===== src/design/ttiab_pkg.sv =====
// ttiab_pkg: shared types and constants for the text-to-integer unit.
// Holds the character classes, the parse phases, the queue entry and the
// register map. No dependencies.
`timescale 1ns / 1ps
`default_nettype none

package ttiab_pkg;

  // Register map of the configuration channel
  localparam int CFG_IDX_W = 2;
  localparam logic [CFG_IDX_W-1:0] CFG_BASE_LOW  = 2'd0;
  localparam logic [CFG_IDX_W-1:0] CFG_BASE_HIGH = 2'd1;
  localparam logic [CFG_IDX_W-1:0] CFG_BASE_LEN  = 2'd2;

  localparam int CFG_DATA_W  = 64;
  localparam int CHAR_W      = 8;
  localparam int LEN_W       = 5;
  localparam int ALPHA_SLOTS = 16;
  localparam int DIGIT_W     = 4;

  // Reset alphabet: "0123456789"
  localparam logic [CFG_DATA_W-1:0] RST_BASE_LOW  = 64'h3736_3534_3332_3130;
  localparam logic [CFG_DATA_W-1:0] RST_BASE_HIGH = 64'h0000_0000_0000_3938;
  localparam logic [LEN_W-1:0]      RST_BASE_LEN  = 5'd10;

  // Character codes
  localparam logic [CHAR_W-1:0] CH_NUL   = 8'd0;
  localparam logic [CHAR_W-1:0] CH_TAB   = 8'd9;
  localparam logic [CHAR_W-1:0] CH_CR    = 8'd13;
  localparam logic [CHAR_W-1:0] CH_SPACE = 8'd32;
  localparam logic [CHAR_W-1:0] CH_PLUS  = 8'd43;
  localparam logic [CHAR_W-1:0] CH_MINUS = 8'd45;
  localparam logic [CHAR_W-1:0] CH_DEL   = 8'd127;

  typedef enum logic [2:0] {
    CLS_NUL,
    CLS_WS,
    CLS_PLUS,
    CLS_MINUS,
    CLS_DIGIT,
    CLS_OTHER
  } cls_t;

  typedef enum logic [1:0] {
    PH_WS,
    PH_SIGN,
    PH_DIGIT,
    PH_DONE
  } phase_t;

  // One classified character as it travels from front to back.
  // hit: character is in the used alphabet, whatever its class.
  typedef struct packed {
    cls_t                 cls;
    logic                 hit;
    logic [DIGIT_W-1:0]   digit;
    logic [LEN_W-1:0]     len;
    logic                 base_ok;
  } entry_t;

endpackage

`default_nettype wire


===== src/design/ttiab_if.sv =====
// ttiab_if: valid/ready channel interfaces of the text-to-integer unit.
// Depends on ttiab_pkg for field widths.
`timescale 1ns / 1ps
`default_nettype none

interface ttiab_in_if;
  logic                            valid;
  logic                            ready;
  logic [ttiab_pkg::CHAR_W-1:0]    ch;
  modport source (output valid, output ch, input ready);
  modport sink   (input valid, input ch, output ready);
endinterface

interface ttiab_out_if #(parameter int VALUE_BITS = 32);
  logic                         valid;
  logic                         ready;
  logic signed [VALUE_BITS-1:0] value;
  logic                         base_ok;
  modport source (output valid, output value, output base_ok, input ready);
  modport sink   (input valid, input value, input base_ok, output ready);
endinterface

interface ttiab_cfg_if;
  logic                                valid;
  logic                                ready;
  logic [ttiab_pkg::CFG_IDX_W-1:0]     index;
  logic [ttiab_pkg::CFG_DATA_W-1:0]    data;
  modport source (output valid, output index, output data, input ready);
  modport sink   (input valid, input index, input data, output ready);
endinterface

`default_nettype wire


===== src/design/ttiab_front.sv =====
// ttiab_front: alphabet registers and per-character classification.
// Depends on ttiab_pkg and ttiab_if.
`timescale 1ns / 1ps
`default_nettype none

module ttiab_front #(
  parameter int MAX_BASE_CHARS = 16
) (
  input  wire logic               clk,
  input  wire logic               rst_n,
  ttiab_in_if.sink                in_chan,
  ttiab_cfg_if.sink               cfg_chan,
  input  wire logic               q_full,
  output logic                    push,
  output ttiab_pkg::entry_t       push_entry
);

  logic [ttiab_pkg::CFG_DATA_W-1:0] base_low_r, base_low_nxt;
  logic [ttiab_pkg::CFG_DATA_W-1:0] base_high_r, base_high_nxt;
  logic [ttiab_pkg::LEN_W-1:0]      base_len_r, base_len_nxt;

  logic [ttiab_pkg::CHAR_W-1:0] alpha [ttiab_pkg::ALPHA_SLOTS];
  logic [ttiab_pkg::LEN_W-1:0]  used_len;
  logic                         base_ok;
  logic                         hit;
  logic [ttiab_pkg::DIGIT_W-1:0] digit;
  logic [ttiab_pkg::CHAR_W-1:0] ch;

  assign cfg_chan.ready = 1'b1;
  assign in_chan.ready  = !q_full;
  assign push           = in_chan.valid && !q_full;
  assign ch             = in_chan.ch;

  always_comb begin
    base_low_nxt  = base_low_r;
    base_high_nxt = base_high_r;
    base_len_nxt  = base_len_r;
    if (cfg_chan.valid) begin
      case (cfg_chan.index)
        ttiab_pkg::CFG_BASE_LOW:  base_low_nxt  = cfg_chan.data;
        ttiab_pkg::CFG_BASE_HIGH: base_high_nxt = cfg_chan.data;
        ttiab_pkg::CFG_BASE_LEN:  base_len_nxt  = cfg_chan.data[ttiab_pkg::LEN_W-1:0];
        default: ;
      endcase
    end
  end

  always_ff @(posedge clk) begin
    if (!rst_n) begin
      base_low_r  <= ttiab_pkg::RST_BASE_LOW;
      base_high_r <= ttiab_pkg::RST_BASE_HIGH;
      base_len_r  <= ttiab_pkg::RST_BASE_LEN;
    end else begin
      base_low_r  <= base_low_nxt;
      base_high_r <= base_high_nxt;
      base_len_r  <= base_len_nxt;
    end
  end

  always_comb begin
    for (int i = 0; i < 8; i++) begin
      alpha[i]     = base_low_r[i*8 +: 8];
      alpha[i + 8] = base_high_r[i*8 +: 8];
    end
  end

  assign used_len = (base_len_r > ttiab_pkg::LEN_W'(MAX_BASE_CHARS))
                    ? ttiab_pkg::LEN_W'(MAX_BASE_CHARS) : base_len_r;

  // Alphabet check: length in range, no control, space, DEL or sign character, and all pairs compared in parallel
  always_comb begin
    base_ok = (base_len_r >= 5'd2) && (base_len_r <= ttiab_pkg::LEN_W'(MAX_BASE_CHARS));
    for (int i = 0; i < MAX_BASE_CHARS; i++) begin
      if (ttiab_pkg::LEN_W'(i) < base_len_r) begin
        if (alpha[i] <= ttiab_pkg::CH_SPACE || alpha[i] == ttiab_pkg::CH_DEL ||
            alpha[i] == ttiab_pkg::CH_PLUS || alpha[i] == ttiab_pkg::CH_MINUS) begin
          base_ok = 1'b0;
        end
        for (int j = i + 1; j < MAX_BASE_CHARS; j++) begin
          if (ttiab_pkg::LEN_W'(j) < base_len_r && alpha[j] == alpha[i]) begin
            base_ok = 1'b0;
          end
        end
      end
    end
  end

  // Digit lookup; walking down leaves the lowest matching index
  always_comb begin
    hit   = 1'b0;
    digit = '0;
    for (int i = MAX_BASE_CHARS - 1; i >= 0; i--) begin
      if (ttiab_pkg::LEN_W'(i) < used_len && alpha[i] == ch) begin
        hit   = 1'b1;
        digit = ttiab_pkg::DIGIT_W'(i);
      end
    end
  end

  always_comb begin
    push_entry.hit     = hit;
    push_entry.digit   = digit;
    push_entry.len     = base_len_r;
    push_entry.base_ok = base_ok;
    if (ch == ttiab_pkg::CH_NUL) begin
      push_entry.cls = ttiab_pkg::CLS_NUL;
    end else if ((ch >= ttiab_pkg::CH_TAB && ch <= ttiab_pkg::CH_CR) ||
                 ch == ttiab_pkg::CH_SPACE) begin
      push_entry.cls = ttiab_pkg::CLS_WS;
    end else if (ch == ttiab_pkg::CH_PLUS) begin
      push_entry.cls = ttiab_pkg::CLS_PLUS;
    end else if (ch == ttiab_pkg::CH_MINUS) begin
      push_entry.cls = ttiab_pkg::CLS_MINUS;
    end else if (hit) begin
      push_entry.cls = ttiab_pkg::CLS_DIGIT;
    end else begin
      push_entry.cls = ttiab_pkg::CLS_OTHER;
    end
  end

endmodule

`default_nettype wire


===== src/design/ttiab_queue.sv =====
// ttiab_queue: two-entry queue of classified characters between front and back.
// Depends on ttiab_pkg.
`timescale 1ns / 1ps
`default_nettype none

module ttiab_queue (
  input  wire logic               clk,
  input  wire logic               rst_n,
  input  wire logic               push,
  input  ttiab_pkg::entry_t       push_entry,
  output logic                    full,
  input  wire logic               pop,
  output ttiab_pkg::entry_t       pop_entry,
  output logic                    not_empty
);

  ttiab_pkg::entry_t mem_r [2];
  logic       wr_ptr_r, wr_ptr_nxt;
  logic       rd_ptr_r, rd_ptr_nxt;
  logic [1:0] count_r, count_nxt;

  assign full      = (count_r == 2'd2);
  assign not_empty = (count_r != 2'd0);
  assign pop_entry = mem_r[rd_ptr_r];

  always_comb begin
    wr_ptr_nxt = push ? !wr_ptr_r : wr_ptr_r;
    rd_ptr_nxt = pop  ? !rd_ptr_r : rd_ptr_r;
    count_nxt  = count_r + {1'b0, push} - {1'b0, pop};
  end

  always_ff @(posedge clk) begin
    if (!rst_n) begin
      wr_ptr_r <= 1'b0;
      rd_ptr_r <= 1'b0;
      count_r  <= 2'd0;
    end else begin
      wr_ptr_r <= wr_ptr_nxt;
      rd_ptr_r <= rd_ptr_nxt;
      count_r  <= count_nxt;
    end
  end

  always_ff @(posedge clk) begin
    if (push) begin
      mem_r[wr_ptr_r] <= push_entry;
    end
  end

  a_no_overflow: assert property (@(posedge clk) disable iff (!rst_n)
    push |-> !full)
    else $error("queue written while full");

  a_no_underflow: assert property (@(posedge clk) disable iff (!rst_n)
    pop |-> not_empty)
    else $error("queue read while empty");

endmodule

`default_nettype wire


===== src/design/ttiab_back.sv =====
// ttiab_back: parse sequencer, multiply-add accumulator and result register.
// Depends on ttiab_pkg and ttiab_if.
`timescale 1ns / 1ps
`default_nettype none

module ttiab_back #(
  parameter int VALUE_BITS = 32
) (
  input  wire logic               clk,
  input  wire logic               rst_n,
  input  wire logic               q_valid,
  input  ttiab_pkg::entry_t       q_entry,
  output logic                    pop,
  ttiab_out_if.source             out_chan
);

  ttiab_pkg::phase_t phase_r, phase_nxt;
  logic                  sign_r, sign_nxt;
  logic [VALUE_BITS-1:0] acc_r, acc_nxt;
  logic                  out_valid_r, out_valid_nxt;
  logic [VALUE_BITS-1:0] out_value_r, out_value_nxt;
  logic                  out_ok_r, out_ok_nxt;

  logic                                  is_nul;
  logic [VALUE_BITS+ttiab_pkg::LEN_W-1:0] prod;
  logic [VALUE_BITS-1:0]                 mac;

  assign out_chan.valid   = out_valid_r;
  assign out_chan.value   = out_value_r;
  assign out_chan.base_ok = out_ok_r;

  always_comb begin
    is_nul = (q_entry.cls == ttiab_pkg::CLS_NUL);
    // only an end of string needs room in the result register
    pop    = q_valid && (!is_nul || !out_valid_r || out_chan.ready);
    prod   = {{ttiab_pkg::LEN_W{1'b0}}, acc_r} *
             {{VALUE_BITS{1'b0}}, q_entry.len};
    mac    = prod[VALUE_BITS-1:0] +
             {{(VALUE_BITS-ttiab_pkg::DIGIT_W){1'b0}}, q_entry.digit};

    phase_nxt     = phase_r;
    sign_nxt      = sign_r;
    acc_nxt       = acc_r;
    out_valid_nxt = out_valid_r && !out_chan.ready;
    out_value_nxt = out_value_r;
    out_ok_nxt    = out_ok_r;

    if (pop) begin
      if (is_nul) begin
        out_valid_nxt = 1'b1;
        out_ok_nxt    = q_entry.base_ok;
        out_value_nxt = !q_entry.base_ok ? '0 : (sign_r ? (~acc_r + 1'b1) : acc_r);
        phase_nxt     = ttiab_pkg::PH_WS;
        sign_nxt      = 1'b0;
        acc_nxt       = '0;
      end else begin
        case (phase_r)
          ttiab_pkg::PH_WS, ttiab_pkg::PH_SIGN: begin
            if (!(phase_r == ttiab_pkg::PH_WS && q_entry.cls == ttiab_pkg::CLS_WS)) begin
              case (q_entry.cls)
                ttiab_pkg::CLS_PLUS: begin
                  phase_nxt = ttiab_pkg::PH_SIGN;
                end
                ttiab_pkg::CLS_MINUS: begin
                  phase_nxt = ttiab_pkg::PH_SIGN;
                  sign_nxt  = !sign_r;
                end
                ttiab_pkg::CLS_DIGIT: begin
                  phase_nxt = ttiab_pkg::PH_DIGIT;
                  acc_nxt   = mac;
                end
                default: begin
                  // an invalid alphabet may hold whitespace, which then counts
                  if (q_entry.hit) begin
                    phase_nxt = ttiab_pkg::PH_DIGIT;
                    acc_nxt   = mac;
                  end else begin
                    phase_nxt = ttiab_pkg::PH_DONE;
                  end
                end
              endcase
            end
          end
          ttiab_pkg::PH_DIGIT: begin
            // signs and whitespace are digits too when the alphabet holds them
            if (q_entry.hit) begin
              acc_nxt = mac;
            end else begin
              phase_nxt = ttiab_pkg::PH_DONE;
            end
          end
          ttiab_pkg::PH_DONE: ;
          default: phase_nxt = ttiab_pkg::PH_WS;
        endcase
      end
    end
  end

  always_ff @(posedge clk) begin
    if (!rst_n) begin
      phase_r     <= ttiab_pkg::PH_WS;
      sign_r      <= 1'b0;
      acc_r       <= '0;
      out_valid_r <= 1'b0;
    end else begin
      phase_r     <= phase_nxt;
      sign_r      <= sign_nxt;
      acc_r       <= acc_nxt;
      out_valid_r <= out_valid_nxt;
    end
  end

  always_ff @(posedge clk) begin
    out_value_r <= out_value_nxt;
    out_ok_r    <= out_ok_nxt;
  end

  a_bad_base_zero: assert property (@(posedge clk) disable iff (!rst_n)
    (out_valid_r && !out_ok_r) |-> (out_value_r == '0))
    else $error("invalid alphabet gave a nonzero value");

  a_clear_after_nul: assert property (@(posedge clk) disable iff (!rst_n)
    (pop && is_nul) |=> (phase_r == ttiab_pkg::PH_WS && !sign_r && acc_r == '0))
    else $error("parse state not cleared after end of string");

endmodule

`default_nettype wire


===== src/design/text_to_integer_any_base_unit.sv =====
// text_to_integer_any_base_unit: top level of the string-to-integer converter
// with a configurable digit alphabet. Depends on ttiab_pkg, ttiab_if,
// ttiab_front, ttiab_queue and ttiab_back.
//
//   channel    dir  handshake     payload
//   in_chan    in   valid/ready   ch (8)           one character, NUL ends string
//   out_chan   out  valid/ready   value (VALUE_BITS, signed), base_ok (1)
//   cfg_chan   in   valid/ready   index (2), data (64) register write
//
// Cycles: one character per cycle, unless the queue fills behind a held result;
// the multiply-add of the accumulator (value times alphabet length plus digit)
// is done in the back end. A NUL taken in is written into the queue, then, with
// the result register free, popped from it and loaded into the result register.
// Reset: synchronous, active low; clears the queue, parse state and result valid
// flag and loads the decimal alphabet "0123456789".
// Stalls: a held result blocks only the next NUL in the back end; other
// characters keep draining, and the two-entry queue lets the input side run
// on while the back end waits.
`timescale 1ns / 1ps
`default_nettype none

module text_to_integer_any_base_unit #(
  parameter int MAX_BASE_CHARS = 16,
  parameter int VALUE_BITS     = 32
) (
  input  wire logic   clk,
  input  wire logic   rst_n,
  ttiab_in_if.sink    in_chan,
  ttiab_out_if.source out_chan,
  ttiab_cfg_if.sink   cfg_chan
);

  // front to queue
  logic              push;
  ttiab_pkg::entry_t push_entry;
  logic              q_full;

  // queue to back
  logic              pop;
  ttiab_pkg::entry_t pop_entry;
  logic              q_valid;

  // Front: alphabet registers, character class, digit index and the
  // alphabet check, all taken with the configuration of the moment.
  ttiab_front #(
    .MAX_BASE_CHARS (MAX_BASE_CHARS)
  ) u_front (
    .clk        (clk),
    .rst_n      (rst_n),
    .in_chan    (in_chan),
    .cfg_chan   (cfg_chan),
    .q_full     (q_full),
    .push       (push),
    .push_entry (push_entry)
  );

  // Queue decouples classification from the parse sequencer.
  ttiab_queue u_queue (
    .clk        (clk),
    .rst_n      (rst_n),
    .push       (push),
    .push_entry (push_entry),
    .full       (q_full),
    .pop        (pop),
    .pop_entry  (pop_entry),
    .not_empty  (q_valid)
  );

  // Back: whitespace / sign / digit phases, accumulator, result register.
  ttiab_back #(
    .VALUE_BITS (VALUE_BITS)
  ) u_back (
    .clk      (clk),
    .rst_n    (rst_n),
    .q_valid  (q_valid),
    .q_entry  (pop_entry),
    .pop      (pop),
    .out_chan (out_chan)
  );

endmodule

`default_nettype wire

===== src/flat_wrapper.sv =====
// flat-port wrapper written by rule: the top's interface ports become plain ports
module text_to_integer_any_base_unit_flat 
#(
  parameter int MAX_BASE_CHARS = 16,
  parameter int VALUE_BITS     = 32
)
  (clk, rst_n, in_chan_valid, in_chan_ch, in_chan_ready, out_chan_valid, out_chan_value, out_chan_base_ok, out_chan_ready, cfg_chan_valid, cfg_chan_index, cfg_chan_data, cfg_chan_ready);
  ttiab_in_if in_chan_i ();
  ttiab_out_if #(.VALUE_BITS(VALUE_BITS)) out_chan_i ();
  ttiab_cfg_if cfg_chan_i ();
  input  wire logic clk;
  input  wire logic rst_n;
  input wire logic [$bits(in_chan_i.valid)-1:0] in_chan_valid;
  input wire logic [$bits(in_chan_i.ch)-1:0] in_chan_ch;
  output wire logic [$bits(in_chan_i.ready)-1:0] in_chan_ready;
  output wire logic [$bits(out_chan_i.valid)-1:0] out_chan_valid;
  output wire logic [$bits(out_chan_i.value)-1:0] out_chan_value;
  output wire logic [$bits(out_chan_i.base_ok)-1:0] out_chan_base_ok;
  input wire logic [$bits(out_chan_i.ready)-1:0] out_chan_ready;
  input wire logic [$bits(cfg_chan_i.valid)-1:0] cfg_chan_valid;
  input wire logic [$bits(cfg_chan_i.index)-1:0] cfg_chan_index;
  input wire logic [$bits(cfg_chan_i.data)-1:0] cfg_chan_data;
  output wire logic [$bits(cfg_chan_i.ready)-1:0] cfg_chan_ready;
  assign in_chan_i.valid = in_chan_valid;
  assign in_chan_i.ch = in_chan_ch;
  assign in_chan_ready = in_chan_i.ready;
  assign out_chan_valid = out_chan_i.valid;
  assign out_chan_value = out_chan_i.value;
  assign out_chan_base_ok = out_chan_i.base_ok;
  assign out_chan_i.ready = out_chan_ready;
  assign cfg_chan_i.valid = cfg_chan_valid;
  assign cfg_chan_i.index = cfg_chan_index;
  assign cfg_chan_i.data = cfg_chan_data;
  assign cfg_chan_ready = cfg_chan_i.ready;
  text_to_integer_any_base_unit #(.MAX_BASE_CHARS(MAX_BASE_CHARS), .VALUE_BITS(VALUE_BITS)) u_core (.clk(clk), .rst_n(rst_n), .in_chan(in_chan_i), .out_chan(out_chan_i), .cfg_chan(cfg_chan_i));
endmodule

===== config.mk =====
export PLATFORM = sky130hd
export DESIGN_NAME = text_to_integer_any_base_unit_flat
export DESIGN_NICKNAME = d
export VERILOG_FILES = /design/src/design/ttiab_pkg.sv /design/src/design/ttiab_if.sv /design/src/design/ttiab_front.sv /design/src/design/ttiab_queue.sv /design/src/design/ttiab_back.sv /design/src/design/text_to_integer_any_base_unit.sv /design/src/flat_wrapper.sv
export SDC_FILE = /design/constraint.sdc
export NUM_CORES = 2
export LEC_CHECK = 0
export BUFFER_PORTS_ARGS = -buffer_cell sky130_fd_sc_hd__buf_2
export CAP_MARGIN = 20
export CORE_ASPECT_RATIO = 1.2
export CORE_MARGIN = 8
export CORE_UTILIZATION = 40
export DETAILED_ROUTE_END_ITERATION = 6
export PLACE_DENSITY = 0.67
export SETUP_SLACK_MARGIN = 0.02
export SLEW_MARGIN = 40
export SYNTH_ARGS = -nofsm -noshare
export SYNTH_HDL_FRONTEND = slang
export SYNTH_SLANG_ARGS = --single-unit

===== constraint.sdc =====
create_clock -name clk -period 5.7 [get_ports clk]
set_clock_uncertainty 0.2 [all_clocks]
set_input_delay 0.57 -clock clk [delete_from_list [all_inputs] [get_ports clk]]
set_output_delay 0.57 -clock clk [all_outputs]
set_load 0.02 [all_outputs]

==> flow_summary.yaml <==
power:
  p_leak_nw: 11.5
  ir_drop_uv: 252
  powerDensity_nw_per_um2: 202
placement:
  place_congestion: 1.04
  place_area_um2: 30400
  numPortBuffers: 113
  dp_hpwl_um: 74900
  pre_cts_slack_ns: 0.125
final_layout:
  layout-drive-gt1-share_pct: 11.0
  final_area_um2: 31600
  diodes: 0
  multi_input_area_um2: 21600
  seqCellArea_um2: 5340
  fin_nets: 3796
  nFillCells: 7105
  syn2layout_area_growth_pct: 9.29
synth:
  synthTopCellsByArea: "xnor2_1 (25%), dfxtp_1 (12%), xor2_1 (11%)"
  synth.avg_cell_area_um2: 7.99
  synth_cell_types: 81
  yosys.area_share.simple_pct: 20.2
  synth_top_cell_area_share_pct: 24.7
  yosys.area.top_type: "xnor2_1"
  synth_compound_area_share_pct: 9.32
  synthAdderAreaFrac_pct: 8.77
  synth_warnings: 0
  netlist_top_cells_count: "xnor2_1 (816), nand2_1 (402), xor2_1 (347)"
  synth_top_family_by_area: "XOR/XNOR gates"
  netlist_instances: 3617
  synth_area_um2: 28900
  syn_nets: 3847
  synth-main-ff-cell: "dfxtp_1"
  synth-edff-count: 61
  ys_ff_latch: 235
  yosysSeqAreaShare_pct: 18.4
  synthMuxAreaShare_pct: 0.792
  yosysMostFrequentCell: "xnor2_1"
  synth-async-reset-ratio_pct: 0
  synth_xor_area_share_pct: 35.2
sta:
  hold_violations: 0
  rsz0062_at_grt: "false"
  worst_slack_ns: 0.324
  setup_viol: 0
  period_share_pct: 94.3
  finalMaxSlewViolations: 0
  setup_tns_ns: 0
  tightest_slew_ns: 0.950
  slew_headroom_pct: 36.6
  layout_min_cycle_time_ns: 5.38
  clock.fmax_mhz: 186
global_routing:
  grt_pass1_wl_um: 163000
  antenna_found_initial: 0
  use_met3_pct: 4.96
  met1_usage_pct: 30.6
  met2_usage_pct: 42.7
  grt.overflow.total: 0
  grt_max_degree: 88
  grt_util_all_layers_pct: 25.9
  grt_pass1_vias: 26548
  grt_busiest_layer: "met2"
setup_path:
  worstPathMaxFanout: 23
  critPathLaunchType: "flip-flop"
  cp.arrival_ns: 5.66
  crit_chain: "mux2i_4, buf_4, nor2b_1, ha_1, inv_1, fa_1, inv_1, fa_1, ha_1, nand4_1, a21oi_1, a21oi_2, o21bai_2, a2111oi_2, nor3_1, a31o_1, a211o_1, a32o_1"
  slowest_delay_ns: 0.53
  worstSetupPathType: "flip-flop to flip-flop"
  crit_path_end_kind: "flip-flop"
  crit_buf_inv: 3
  crit_required_ns: 5.98
  worst_path_dominant_cell_family: "compound AO/OA/AOI/OAI gates"
  slowest_stage: "fa_1"
cts:
  clockBufferDepth: 3
  cts.htree.levels: 1
  root_buffer: "clkbuf_16"
  cts_tree: "yes"
  clkLatencyLatePin_ns: 0.59
  cts_made_buffers: 28
  cts_sinks: 235
  clkTransAtPathRegs_ns: 0.06
die:
  die_h_um: 310
  core_um2: 71900
  die_x_um: 261
  dieArea_um2: 81100
  initial_core_util_pct: 40.2
  design.portCount: 115
  fp-row-count: 108
worst_hold_path:
  hp-class: "primary input to flip-flop"
drt:
  drtIter0Drc: 2746
  routed_wl_um: 108000
  num_vias: 27204
  wl_per_cell_um: 23.9
  drt-pass1-iter-count: 6
  ant_nets: 0
  drc: 0
  viasPerCell: 6.01
status:
  status: "completed"
job:
  drv_cap: 0
==> worst paths after layout <==
path,from,to,slack (ns),cells past startpoint
setup / recovery,flip-flop,u_core.u_back.acc_r[31],0.32,18
setup reg to reg,flip-flop,u_core.u_back.acc_r[31],0.32,18
hold / removal,cfg_chan_data[24],u_core.u_front.base_low_r[24],0.03,3
hold reg to reg,u_core.u_front.base_high_r[31],u_core.u_front.base_high_r[31],0.27,2
==> through the flow <==
stage	power [mW]	hold slack (ns)	std cells	util, %
CTS	6.39	0.00188	4523	43.9
global placement	4.46	0.252	4447	42.2
floorplan	3.77	0.220	3617	-
global route	6.74	0.0219	4523	43.9
detailed placement	4.51	0.260	4449	42.3
finish	6.38	0.0298	4523	43.9
==> cells in the final DEF, fill, tap and decap left out, types with 86 or more instances in the layout <==
cell      count
buf_2       112
dfxtp_1     153
inv_1       107
nor2_1       93
xnor2_1     816
nand2_1     402
xor2_1      347
nand3_1      91
nor3_1       86
fa_1         86
buf_4       175
nand4_1     203
a21boi_0     95
nor4_1      101
==> metal layers <==
metal,vias to the layer above,routed length (um)
met3,659,10900
met2,1735,48900
met5,-,0
met1,12869,39500
met4,0,8700
li1,11941,-
==> area by class of cell <==
type	count	area share, %
repair buffers	314	6.87
clock inverters	13	0.531
clock buffers	39	2.42
well taps	935	3.70
inverters	107	1.27
flip-flops and latches	235	16.9
multi-input cells	2880	68.3
==> repair_timing <==
action,CTS,global route
setup endpoints to repair,0,6
hold buffers,22,0
hold endpoints to repair,24,0
gates resized for setup,0,2
buffers inserted,0,0
==> state kept, by name, indices dropped and copies added, names as in the netlist, named ones only <==
name                            flops
u_core.u_front.base_len_r           5
u_core.u_front.base_low_r          64
u_core.u_back.sign_r                1
u_core.u_back.phase_r               2
u_core.u_back.out_chan.valid        1
u_core.u_back.out_chan.value       32
u_core.u_back.acc_r                32
u_core.u_front.base_high_r         64
u_core.u_queue.count_r              2
u_core.u_back.out_chan.base_ok      1
u_core.u_queue.mem_r               28
u_core.u_queue.rd_ptr_r             1
u_core.u_queue.wr_ptr_r             1
==> cell families after synthesis <==
kind of cell / after synthesis
buf+inv: 502
other cells: 1
simple gates: 1154
xor+xnor: 1163
fa+ha+maj: 151
compound gates: 389
flops: 235
mux: 22
==> where the power goes <==
part	leakage (nW)	switching, mW	internal, mW	total, mW
clock	0.455	0.766	1.08	1.84
combinational	9.13	1.48	0.993	2.48
sequential	1.95	0.231	1.83	2.06
total	11.5	2.48	3.90	6.38
==> worst min-delay path, cell delays in order <==
cell and delay (ns):
buf_2 0.10, nand2_1 0.05, nand3_1 0.07
No activity file was read; power rests on OpenSTA's default activity.
